**config.mk**
```make
export PLATFORM = sky130hd
export DESIGN_NAME = one_wire_bus_master
export DESIGN_NICKNAME = d
export VERILOG_FILES = /design/src/owbm_pkg.sv /design/src/one_wire_bus_master.sv
export SDC_FILE = /design/constraint.sdc
export NUM_CORES = 1
export LEC_CHECK = 0
export BUFFER_PORTS_ARGS = -buffer_cell sky130_fd_sc_hd__buf_2
export CORE_UTILIZATION = 40
export CTS_CLUSTER_SIZE = 28
export DETAILED_ROUTE_END_ITERATION = 7
export PLACE_DENSITY = 0.6
export SYNTH_ARGS = -nofsm -noshare
export SYNTH_HDL_FRONTEND = slang
export SYNTH_SLANG_ARGS = --single-unit
```
**constraint.sdc**
```tcl
create_clock -name clk -period 4 [get_ports clk]
set_input_delay 0.2 -clock clk [delete_from_list [all_inputs] [get_ports clk]]
set_output_delay 0.2 -clock clk [all_outputs]
set_load 0.03 [all_outputs]
```
**src/owbm_pkg.sv**
```systemverilog
`timescale 1ns / 1ps
`default_nettype none
// ----------------------------------------------------------------------------
// owbm_pkg
// Shared types and constants for the 1-Wire bus master.
// ----------------------------------------------------------------------------
package owbm_pkg;

    localparam int CFG_W              = 10;
    localparam int REG_COUNT          = 7;
    localparam int REG_IDX_W          = 3;
    localparam int TIMER_BITS_DEFAULT = 10;
    localparam int BYTE_W             = 8;

    typedef enum logic [1:0] {
        ACT_TICK  = 2'd0,
        ACT_RESET = 2'd1,
        ACT_READ  = 2'd2,
        ACT_WRITE = 2'd3
    } action_t;

    typedef enum logic [REG_IDX_W-1:0] {
        REG_RESET_LOW     = 3'd0,
        REG_PRESENCE_WAIT = 3'd1,
        REG_RESET_TAIL    = 3'd2,
        REG_SLOT_START    = 3'd3,
        REG_READ_WAIT     = 3'd4,
        REG_SLOT_HOLD     = 3'd5,
        REG_RECOVERY      = 3'd6
    } reg_idx_t;

    typedef enum logic [3:0] {
        PH_IDLE     = 4'd0,
        PH_RST_LOW  = 4'd1,
        PH_RST_WAIT = 4'd2,
        PH_RST_TAIL = 4'd3,
        PH_RD_LOW   = 4'd4,
        PH_RD_WAIT  = 4'd5,
        PH_RD_HOLD  = 4'd6,
        PH_WR_LOW   = 4'd7,
        PH_WR_HOLD  = 4'd8,
        PH_WR_REC   = 4'd9
    } phase_t;

    typedef logic [CFG_W-1:0] cfg_word_t;

    localparam cfg_word_t DEF_RESET_LOW     = 10'd490;
    localparam cfg_word_t DEF_PRESENCE_WAIT = 10'd68;
    localparam cfg_word_t DEF_RESET_TAIL    = 10'd422;
    localparam cfg_word_t DEF_SLOT_START    = 10'd2;
    localparam cfg_word_t DEF_READ_WAIT     = 10'd4;
    localparam cfg_word_t DEF_SLOT_HOLD     = 10'd62;
    localparam cfg_word_t DEF_RECOVERY      = 10'd2;

endpackage : owbm_pkg
`default_nettype wire

```
**src/one_wire_bus_master.sv**
```systemverilog
`timescale 1ns / 1ps
`default_nettype none
// ----------------------------------------------------------------------------
// one_wire_bus_master
// Open-drain 1-Wire master sequencing reset, read-byte and write-byte
// operations from a stream of microsecond ticks.
// ----------------------------------------------------------------------------
// The result of a tick is registered and presented in the cycle after the tick is accepted.
// Throughput: one tick per cycle while the result side does not stall; the
// sequencer state updates in the same cycle the tick is taken, and the output register decouples the two sides.
// Reset: rst_n clears the sequencer to idle, the timing registers to their
// defaults, the presence result to "no device" and the read byte to zero.
module one_wire_bus_master #(
    parameter int TIMER_BITS = owbm_pkg::TIMER_BITS_DEFAULT
) (
    input  wire logic                          clk,
    input  wire logic                          rst_n,
    // configuration
    input  wire logic                          cfg_we,
    input  wire logic [owbm_pkg::REG_IDX_W-1:0] cfg_index,
    input  wire logic [owbm_pkg::CFG_W-1:0]     cfg_data,
    // tick input
    input  wire logic                          in_valid,
    output logic                               in_stall,
    input  wire logic [1:0]                    action,
    input  wire logic [owbm_pkg::BYTE_W-1:0]    write_byte,
    input  wire logic                          line_level,
    // per-tick result
    output logic                               out_valid,
    input  wire logic                          out_stall,
    output logic                               drive_low,
    output logic                               busy_res,
    output logic                               done_res,
    output logic                               device_missing,
    output logic [owbm_pkg::BYTE_W-1:0]         read_byte
);
    import owbm_pkg::*;

    localparam int CMP_W = (TIMER_BITS > CFG_W) ? TIMER_BITS : CFG_W;
    localparam logic [CMP_W-1:0] TIMER_MAX = CMP_W'((64'd1 << TIMER_BITS) - 64'd1);
    localparam logic [TIMER_BITS-1:0] TIMER_ONE = TIMER_BITS'(1);

    typedef logic [TIMER_BITS-1:0] timer_t;

    // saturate to timer range, zero taken as one tick
    function automatic timer_t phase_len(input cfg_word_t v);
        logic [CMP_W-1:0] ext;
        timer_t           t;
        ext = CMP_W'(v);
        if (ext > TIMER_MAX)
            ext = TIMER_MAX;
        t = TIMER_BITS'(ext);
        if (t == '0)
            t = TIMER_ONE;
        return t;
    endfunction

    cfg_word_t              cfg_reg [REG_COUNT];
    phase_t                 phase_reg, phase_next;
    timer_t                 timer_reg, timer_next;
    logic [2:0]             bitcnt_reg, bitcnt_next;
    logic [BYTE_W-1:0]      shift_reg, shift_next;
    logic                   pres_reg, pres_next;
    logic                   drv_reg, drv_next;
    logic [BYTE_W-1:0]      last_read_reg, last_read_next;

    logic                   out_valid_reg;
    logic                   drive_now, busy_now, done_now;

    logic                   in_accept;

    assign in_stall  = out_valid_reg & out_stall;
    assign in_accept = in_valid & ~in_stall;

    // ---------------------------------------------------------------- config
    always_ff @(posedge clk or negedge rst_n)
    begin
        if (!rst_n)
        begin
            cfg_reg[REG_RESET_LOW]     <= DEF_RESET_LOW;
            cfg_reg[REG_PRESENCE_WAIT] <= DEF_PRESENCE_WAIT;
            cfg_reg[REG_RESET_TAIL]    <= DEF_RESET_TAIL;
            cfg_reg[REG_SLOT_START]    <= DEF_SLOT_START;
            cfg_reg[REG_READ_WAIT]     <= DEF_READ_WAIT;
            cfg_reg[REG_SLOT_HOLD]     <= DEF_SLOT_HOLD;
            cfg_reg[REG_RECOVERY]      <= DEF_RECOVERY;
        end
        else if (cfg_we && (cfg_index < REG_IDX_W'(REG_COUNT)))
        begin
            cfg_reg[cfg_index] <= cfg_data;
        end
    end

    // ------------------------------------------------------------- sequencer
    always_comb
    begin
        phase_next     = phase_reg;
        timer_next     = timer_reg;
        bitcnt_next    = bitcnt_reg;
        shift_next     = shift_reg;
        pres_next      = pres_reg;
        drv_next       = drv_reg;
        last_read_next = last_read_reg;
        busy_now       = 1'b0;
        done_now       = 1'b0;

        // start of an operation happens on the same tick
        if (phase_reg == PH_IDLE && action_t'(action) != ACT_TICK)
        begin
            bitcnt_next = '0;
            drv_next    = 1'b1;
            unique case (action_t'(action))
                ACT_RESET:
                begin
                    phase_next = PH_RST_LOW;
                    timer_next = phase_len(cfg_reg[REG_RESET_LOW]);
                end
                ACT_READ:
                begin
                    shift_next = '0;
                    phase_next = PH_RD_LOW;
                    timer_next = phase_len(cfg_reg[REG_SLOT_START]);
                end
                default:
                begin
                    shift_next = write_byte;
                    phase_next = PH_WR_LOW;
                    timer_next = phase_len(cfg_reg[REG_SLOT_START]);
                end
            endcase
        end

        drive_now = drv_next;

        if (phase_next != PH_IDLE)
        begin
            busy_now   = 1'b1;
            timer_next = timer_next - TIMER_ONE;
            if (timer_next == '0)
            begin
                unique case (phase_next)
                    PH_RST_LOW:
                    begin
                        phase_next = PH_RST_WAIT;
                        timer_next = phase_len(cfg_reg[REG_PRESENCE_WAIT]);
                        drv_next   = 1'b0;
                    end
                    PH_RST_WAIT:
                    begin
                        pres_next  = line_level;
                        phase_next = PH_RST_TAIL;
                        timer_next = phase_len(cfg_reg[REG_RESET_TAIL]);
                        drv_next   = 1'b0;
                    end
                    PH_RD_LOW:
                    begin
                        phase_next = PH_RD_WAIT;
                        timer_next = phase_len(cfg_reg[REG_READ_WAIT]);
                        drv_next   = 1'b0;
                    end
                    PH_RD_WAIT:
                    begin
                        shift_next = {line_level, shift_next[BYTE_W-1:1]};
                        phase_next = PH_RD_HOLD;
                        timer_next = phase_len(cfg_reg[REG_SLOT_HOLD]);
                        drv_next   = 1'b0;
                    end
                    PH_RD_HOLD:
                    begin
                        bitcnt_next = bitcnt_next + 3'd1;
                        if (bitcnt_next == '0)
                        begin
                            last_read_next = shift_next;
                            phase_next     = PH_IDLE;
                            done_now       = 1'b1;
                        end
                        else
                        begin
                            phase_next = PH_RD_LOW;
                            timer_next = phase_len(cfg_reg[REG_SLOT_START]);
                            drv_next   = 1'b1;
                        end
                    end
                    PH_WR_LOW:
                    begin
                        phase_next = PH_WR_HOLD;
                        timer_next = phase_len(cfg_reg[REG_SLOT_HOLD]);
                        drv_next   = ~shift_next[0];
                        shift_next = {1'b0, shift_next[BYTE_W-1:1]};
                    end
                    PH_WR_HOLD:
                    begin
                        phase_next = PH_WR_REC;
                        timer_next = phase_len(cfg_reg[REG_RECOVERY]);
                        drv_next   = 1'b0;
                    end
                    PH_WR_REC:
                    begin
                        bitcnt_next = bitcnt_next + 3'd1;
                        if (bitcnt_next == '0)
                        begin
                            phase_next = PH_IDLE;
                            done_now   = 1'b1;
                        end
                        else
                        begin
                            phase_next = PH_WR_LOW;
                            timer_next = phase_len(cfg_reg[REG_SLOT_START]);
                            drv_next   = 1'b1;
                        end
                    end
                    default:
                    begin
                        phase_next = PH_IDLE;
                        done_now   = 1'b1;
                    end
                endcase
                if (done_now)
                begin
                    timer_next = '0;
                    drv_next   = 1'b0;
                end
            end
        end
    end

    always_ff @(posedge clk or negedge rst_n)
    begin
        if (!rst_n)
        begin
            phase_reg     <= PH_IDLE;
            timer_reg     <= '0;
            bitcnt_reg    <= '0;
            shift_reg     <= '0;
            pres_reg      <= 1'b1;
            drv_reg       <= 1'b0;
            last_read_reg <= '0;
        end
        else if (in_accept)
        begin
            phase_reg     <= phase_next;
            timer_reg     <= timer_next;
            bitcnt_reg    <= bitcnt_next;
            shift_reg     <= shift_next;
            pres_reg      <= pres_next;
            drv_reg       <= drv_next;
            last_read_reg <= last_read_next;
        end
    end

    // -------------------------------------------------------- output register
    always_ff @(posedge clk or negedge rst_n)
    begin
        if (!rst_n)
            out_valid_reg <= 1'b0;
        else if (in_accept)
            out_valid_reg <= 1'b1;
        else if (!out_stall)
            out_valid_reg <= 1'b0;
    end

    always_ff @(posedge clk)
    begin
        if (in_accept)
        begin
            drive_low      <= drive_now;
            busy_res       <= busy_now;
            done_res       <= done_now;
            device_missing <= pres_next;
            read_byte      <= last_read_next;
        end
    end

    assign out_valid = out_valid_reg;

    // ------------------------------------------------------------ assertions
    a_idle_timer_clear: assert property (@(posedge clk) disable iff (!rst_n)
        (phase_reg == PH_IDLE) |-> (timer_reg == '0))
        else $error("timer not cleared while idle");

    a_busy_timer_live: assert property (@(posedge clk) disable iff (!rst_n)
        (phase_reg != PH_IDLE) |-> (timer_reg != '0))
        else $error("timer expired inside a phase");

    a_done_goes_idle: assert property (@(posedge clk) disable iff (!rst_n)
        (in_accept && done_now) |=> (phase_reg == PH_IDLE && !drv_reg))
        else $error("finished operation left sequencer active");

    a_stall_only_full: assert property (@(posedge clk) disable iff (!rst_n)
        in_stall |-> out_valid_reg)
        else $error("input stalled with empty output register");

endmodule : one_wire_bus_master
`default_nettype wire

```
==> summary.md, run 1 <==
| Metric | Value |
|---|---|
| Largest net degree at the start of global routing | `81` |
| Core area | `approximately 16000 µm²` |
| Area grow syn2layout | `16.8%` |
| R2R depth | `11` |
| Max VDD drop | `~0.35 mV` |
| Yosys top cell by area | `dfrtp_1` |
| Top cells by count, synth | `dfrtp_1, mux2_2, nand2_1, a21oi_1, nor2_1` |
| Initial antenna violation count | `0` |
| Most common cell in the netlist | `dfrtp_1` |
| Seq/Total Area, Yosys | `between 40 and 50%` |
| WHS | `approximately 0.053 ns` |
| CTS Buffer Depth | `2` |
| Vias in the first global route | `~5400` |
| Crit. End Element | `register` |
| CTS Sinks | `~120` |
| Reg clk slew, reported paths | `0.06 ns` |
| Sequential power share | `between 30 and 40%` |
| Reg-to-reg setup timing slack | `0.25 ns` |
| Worst Skew | `approximately 0.016 ns` |
| Final setup margin | `approximately 0.25 ns` |
| Int Pwr | `0.00305 W` |
| Number of synthesized flops with an enable pin | `12` |
| Required @ worst endpoint | `between 4 and 5 ns` |
| FP Rows | `46` |
| Diodes inserted | `0` |
| First-pass GRT wire length | `between 20000 and 30000 µm` |
| Crit share post-route | `~94%` |
| Flops & latches, synth | `118` |
| Cell variety after synth | `70` |
| Synth Cell Area | `between 6000 and 7000 µm²` |
| Final Setup Violations | `0` |
| DRT iter0 DRCs | `497` |
| # nets final | `between 700 and 800` |
| Asr flop ratio synth | `89.8%` |
| Worst Max-Slew Pin Slew | `about 1.1 ns` |
| Worst hold path type | `in -> reg` |
| Met3 wire length | `slightly above 900 µm` |
| Final Hold Vio Count | `0` |
| CP arrival | `3.91 ns` |
| Die H | `between 100 and 150 µm` |
| Via count | `5300` |
| GRT Overall Usage | `22.7%` |
| NetSw | `roughly 0.0018 W` |
| Wirelength per Cell | `20.0 µm` |
| Maxcap violations | `0` |
| Slowest-stage cell, CP | `or3_1` |
| Worst-path maximum fanout | `8` |
| Post-Syn Area per Cell | `around 11 µm²` |
| Crit-path cells | `or3_1 -> buf_4 -> o21ai_0 -> o21ai_0 -> ha_1 -> buf_4 -> a31o_1 -> a211oi_2 -> o2111ai_2 -> nor2_2 -> mux2_2` |
| Post-place setup slack | `0.130 ns` |
| Via/cell ratio | `5.91` |
| Mapped Cells | `611` |
| Gr ovfl total | `0` |
| LEAKAGE | `3.19 nW` |
| DRT antenna net count | `0` |
| Startpoint Class | `register` |
| Hold Path Sink | `out_valid` |
| Starting Density | `41.3%` |
| Primary FF master, synth | `dfrtp_1` |
| Largest register FFs | `70` |
| Pwr Total | `0.00482 W` |
| Routed WL | `approximately 18000 µm` |
| Die width | `131 µm` |
| H-Tree Depth | `4` |
| Worst Min Path Start | `out_stall` |
| Tmin final | `about 3.7 ns` |
| WHS Path Cells | `3` |
| Met2 WL | `approximately 8700 µm` |
| Clock power share | `between 20% and 30%` |
| Clk Tree Root Cell | `clkbuf_16` |
| Gpl congestion | `approximately 0.92` |
| IO Port Bufs | `42` |
| Post-Route M1 WL | `~8000 µm` |
| Slew margin rel. | `slightly below 30%` |
| Mapped Nets | `647` |
| TritonCTS clock tree | `yes` |
| # DRC | `0` |
| Max Slew Vio Count | `0` |
| Status | `finished, final reports clean` |
| Detailed Place HPWL | `~13000 µm` |
| DR top layer | `met4` |
| FF-to-FF Start | `phase_reg[0]` |
| Sw Share | `a little under two fifths` |
| Fmax | `between 200 and 300 MHz` |
| PwrDens | `approximately 620 nW/µm²` |
| Synth top area share | `a little under a third` |
| Family with the most delay on the worst path | `compound AO/OA/AOI/OAI gates` |
| Combinational group share of total power | `between 30% and 40%` |
| Clk Latency, worst-skew pair | `around 0.42 ns` |
| RSZ-0062 raised after global routing | `true` |
| # IOs | `43` |
| Slowest stage delay, CP | `slightly below 0.5 ns` |
| R2r endpoint | `read_byte[3]` |
| Die area | `17100 µm²` |
| Critical path type | `reg -> reg` |
| Share of cells above drive strength 1 | `between 30% and 40%` |
| Inserted Clock Buffers | `17` |
| First-pass DRT Iterations | `5` |
| Top post-synthesis cells by area | `dfrtp_1, mux2_2, dfstp_2` |
| WP buf/inv | `2` |
| Setup Fix Bufs, Post-CTS | `0` |
| Synth warn | `0` |
## cells in the final DEF (no fill, tap or decap), types with 10 or more instances in the layout
cell type   n
a22o_1     10
nor2_1     32
and2_1     11
nand2_1    35
nor4_1     15
buf_4      29
mux2_2     83
dfrtp_1    84
a22oi_1    11
buf_2      41
nand3_1    12
nor3b_1    14
nor3_1     21
dfstp_2    22
o21ai_0    27
edfxtp_1   12
a21oi_1    32
inv_1      17
clkbuf_16  17
## power groups by stage
stage | sequential, W | combinational (W) | clock, W
floorplan | 0.00170 | 0.00112 | 0
global placement | 0.00178 | 0.00157 | 0
detailed placement | 0.00179 | 0.00159 | 0
CTS | 0.00177 | 0.00160 | 0.00145
global route | 0.00181 | 0.00177 | 0.00150
finish | 0.00178 | 0.00162 | 0.00143
## metal layers
metal,vias up,GRT usage [%]
met3,28,4.60
met5,-,0
li1,2433,-
met4,0,7.78
met2,172,37.4
met1,2667,29.7
## how the worst max path moves through the flow
| stage | depth (start not counted) | startpoint | end |
|---|---|---|---|
| after floorplan | 15 | phase_reg[3] | last_read_reg[0] |
| after global placement | 16 | action[0] | last_read_reg[5] |
| after detailed placement | 16 | action[0] | last_read_reg[6] |
| after CTS | 11 | phase_reg[0] | last_read_reg[6] |
| after global routing | 13 | phase_reg[0] | read_byte[5] |
| final | 11 | phase_reg[0] | read_byte[3] |
## repair_timing
| action | CTS | global route |
|---|---|---|
| resized for setup | 0 | 1 |
| hold buffers | 2 | 0 |
| setup endpoints to repair | 0 | 12 |
| endpoints found under the hold margin | 9 | 0 |
## cells by family after synthesis
logic type	Yosys count	synth area share, %
AO/OA/AOI/OAI	147	16.0
XOR/XNOR	9	1.19
multiplexers	100	17.3
flip-flops	118	45.8
AND/OR/NAND/NOR	178	15.0
adder cells (fa/ha/maj)	7	1.32
buffers and inverters	52	3.36
## worst min-delay path, cell delays in order
cell and delay [ns]:
buf_2 0.07, nand2_1 0.07, nand2b_1 0.08
## final cells by class
| type | count | area [µm²] |
|---|---|---|
| Clock buffer | 17 | 425 |
| Clock inverter | 15 | 124 |
| Fill cell | 1473 | 8310 |
| Inverter | 18 | 67.6 |
| Multi-Input combinational cell | 441 | 3370 |
| Sequential cell | 118 | 3040 |
| Tap cell | 216 | 270 |
| Timing Repair Buffer | 72 | 443 |
## through the flow
stage               area (µm²)  utilization, %  setup TNS [ns]  std cells
floorplan                 6630               -               0        611
global placement          7170            44.6               0        863
detailed placement        7170            44.6               0        863
CTS                       7740            48.2               0        897
global route              7740            48.2         -0.0458        897
finish                    7740            48.2               0        897
(Power assumes the default switching activity.)
==> run 2: changes to the inputs <==
--- a/config.mk
+++ b/config.mk
@@ -5,6 +5,7 @@
 export SDC_FILE = /design/constraint.sdc
 export NUM_CORES = 1
 export LEC_CHECK = 0
+export ABC_AREA = 1
 export BUFFER_PORTS_ARGS = -buffer_cell sky130_fd_sc_hd__buf_2
 export CORE_UTILIZATION = 40
 export CTS_CLUSTER_SIZE = 28
==> summary.md, run 2 <==
| Metric | Value |
|---|---|
| Flops & latches, synth | `118 (unchanged)` |
| Most frequent cells in the layout | `nand2_1, o21ai_0, inv_1, dfrtp_1, nor2_1` |
| Die area | `17900 µm² (+5.0%)` |
| Final Hold Vio Count | `0 (unchanged)` |
| Largest register FFs | `70 (unchanged)` |
| Share of cells above drive strength 1 | `15.9% (-19 points)` |
| First-pass DRT Iterations | `5 (unchanged)` |
| Crit-path cells | `nor2_4 -> inv_2 -> nor2_2 -> nand3_1 -> nand2_2 -> inv_2 -> ha_1 -> nand3_1 -> nor2_1 -> nand3_1 -> nand2_1 -> nand3b_2 -> nor2_8 -> nand3_4 -> nand2_1 -> nand2_1` |
| Tmin final | `3.43 ns (-0.316 ns)` |
| H-Tree Depth | `4 (unchanged)` |
| Worst Max-Slew Pin Slew | `0.908 ns (-0.160 ns)` |
| Die width | `134 µm (+2.5%)` |
| Final setup margin | `0.570 ns (+0.316 ns)` |
| Fin area | `8030 µm² (+3.6%)` |
| Mapped Nets | `1005 (+55%)` |
| Gpl congestion | `0.939 (+2.3%)` |
| # nets final | `1044 (+48%)` |
| # DRC | `0 (unchanged)` |
| Critical path type | `reg -> reg` |
| CP arrival | `3.60 ns (-0.31 ns)` |
| Startpoint Class | `register` |
| Synth top area share | `30.2% (-1.5 points)` |
| Worst-path maximum fanout | `19 (+11)` |
| Clk Latency, worst-skew pair | `0.42 ns (about the same)` |
| DP Area | `7370 µm² (+2.8%)` |
| TNS Setup | `0 ns (unchanged)` |
| Cell variety after synth | `48 (-31%)` |
| Top post-synthesis cells by area | `dfrtp_1, nand2_1, dfstp_2` |
| Routed WL | `19800 µm (+11%)` |
| Family with the most delay on the worst path | `simple AND/OR/NAND/NOR gates` |
| GRT Overall Usage | `23.5% (+0.78 points)` |
| Reg clk slew, reported paths | `0.06 ns (about the same)` |
| Via/cell ratio | `5.12 (-13%)` |
| Slew margin rel. | `39.5% (+11 points)` |
| Slowest stage delay, CP | `0.45 ns (-0.04 ns)` |
| TritonCTS clock tree | `yes` |
| Detailed Place HPWL | `14400 µm (+11%)` |
| Max VDD drop | `0.319 mV (-8.0%)` |
| CTS Sinks | `118 (unchanged)` |
| Top cells by count, synth | `nand2_1, o21ai_0, inv_1, dfrtp_1, nor2_1` |
| Final Setup Violations | `0 (unchanged)` |
| WP buf/inv | `2 (unchanged)` |
| Crit. End Element | `register` |
| Yosys top cell by area | `dfrtp_1` |
| Inserted Clock Buffers | `17 (unchanged)` |
| Max Slew Vio Count | `0 (unchanged)` |
| Diodes inserted | `0 (unchanged)` |
| FP Rows | `47 (+2.2%)` |
| Primary FF master, synth | `dfrtp_1` |
| Synth Cell Area | `6970 µm² (+5.1%)` |
| Worst hold path type | `in -> reg` |
| Wirelength per Cell | `16.0 µm (-20%)` |
| Mapped Cells | `969 (+59%)` |
| Synth warn | `0 (unchanged)` |
| DRT antenna net count | `0 (unchanged)` |
| Maxcap violations | `0 (unchanged)` |
| Area grow syn2layout | `15.2%` |
| Post-Syn Area per Cell | `7.19 µm² (-34%)` |
| First-pass GRT wire length | `32100 µm (+11%)` |
| Asr flop ratio synth | `89.8% (unchanged)` |
| Clk Tree Root Cell | `clkbuf_16` |
| Final std cells w/o fill | `1241 (+38%)` |
| Most common cell in the netlist | `nand2_1` |
| Number of synthesized flops with an enable pin | `12 (unchanged)` |
| LEAKAGE | `3.96 nW (+24%)` |
| Status | `finished, final reports clean` |
| Post-place setup slack | `0.482 ns (+0.352 ns)` |
| Most common cell after layout, fill and taps aside | `nand2_1` |
| Largest net degree at the start of global routing | `71 (-12%)` |
| CTS Buffer Depth | `2 (unchanged)` |
| Initial antenna violation count | `0 (unchanged)` |
| Worst Skew | `0.0103 ns (-0.00549 ns)` |
| Seq/Total Area, Yosys | `43.6% (-2.2 points)` |
| PwrDens | `763 nW/µm² (+23%)` |
| Fmax | `292 MHz (+9.2%)` |
| DP Cell Count | `1206 (+40%)` |
| IO Port Bufs | `42 (unchanged)` |
| Die H | `134 µm (+2.5%)` |
| Slowest-stage cell, CP | `dfrtp_1` |
| Via count | `6348 (+20%)` |
| Pwr Total | `0.00612 W (+27%)` |
| Gr ovfl total | `0 (unchanged)` |
| RSZ-0062 raised after global routing | `false` |
| DRT iter0 DRCs | `506 (+1.8%)` |
| Core area | `16800 µm² (+4.7%)` |
| Crit share post-route | `85.7% (-7.9 points)` |
| # IOs | `43 (unchanged)` |
| Required @ worst endpoint | `4.17 ns (about the same)` |
| Starting Density | `41.4% (+0.13 points)` |
| Vias in the first global route | `5949 (+11%)` |
==> run 2: cell count changes after synthesis, sizes merged, moves of 14 or more <==
| cell | change |
|---|---|
| nor2 | +56 |
| nand2 | +320 |
| nand3 | +37 |
| nor4 | -14 |
| mux2 | -91 |
| inv | +82 |
| nand4 | +23 |
| o21ai | +88 |
==> run 2: final cells by class <==
class	instances	area (µm²)
clock inverter	10	141
sequential	118	3040
timing repair buffer	57	333
fill	1738	8790
tap	220	275
clock buffer	22	485
inverter	100	375
multi-input combinational	714	3370
==> run 2: worst min-delay path, delay by kind of cell <==
kind	cells	cell delay [ns]
buf+inv	2	0.17
compound gates	1	0.18
==> run 2: per-layer routing <==
| layer | up-vias | global-route usage (%) | share of wire, % |
|---|---|---|---|
| met3 | 31 | 4.50 | 4.1 |
| met1 | 2960 | 32.8 | 49 |
| met4 | 0 | 7.89 | 1.9 |
| li1 | 3227 | - | - |
| met5 | - | 0 | 0 |
| met2 | 130 | 36.4 | 45 |
==> run 2: kinds of logic (layout without fill, tap and decap cells) <==
logic type,after synthesis,after routing,synth area share (%)
AO/OA/AOI/OAI,163,163,13.0
buffers and inverters,137,189,8.03
adder cells (fa/ha/maj),7,7,1.26
flip-flops,118,118,43.6
AND/OR/NAND/NOR,544,544,34.0
==> run 2: repair_timing <==
| item | 4_1_cts | 5_1_grt |
|---|---|---|
| buffers inserted | 0 | 0 |
| hold buffers | 3 | 0 |
| resized for setup | 0 | 0 |
| endpoints found under the hold margin | 49 | 0 |
==> run 2: path summary, 6_finish.rpt <==
kind	from	to	slack, ns	depth (start not counted)
worst min register to register	shift_reg[5]	shift_reg[5]	0.48	2
max in group asynchronous	rst_n	cfg_reg[15]	2.66	3
worst max-delay path	phase_reg[2]	read_byte[0]	0.57	16
min in group asynchronous	rst_n	timer_reg[4]	0.41	2
worst max register to register	phase_reg[2]	read_byte[0]	0.57	16
worst min-delay path	cfg_data[1]	cfg_reg[21]	0.17	3
==> run 2: metrics by stage <==
step                      hold slack (ns)  util (%)
after global placement              0.373      43.8
final                               0.166      47.7
after floorplan                   -0.0956         -
after CTS                           0.154      47.7
after global routing                0.190      47.7
after detailed placement            0.367      43.8
==> run 2: power by group <==
part	switching [W]	internal [W]
Sequential	0.000197	0.00150
Clock	0.000573	0.00105
Combinational	0.00197	0.000824
Total	0.00274	0.00338
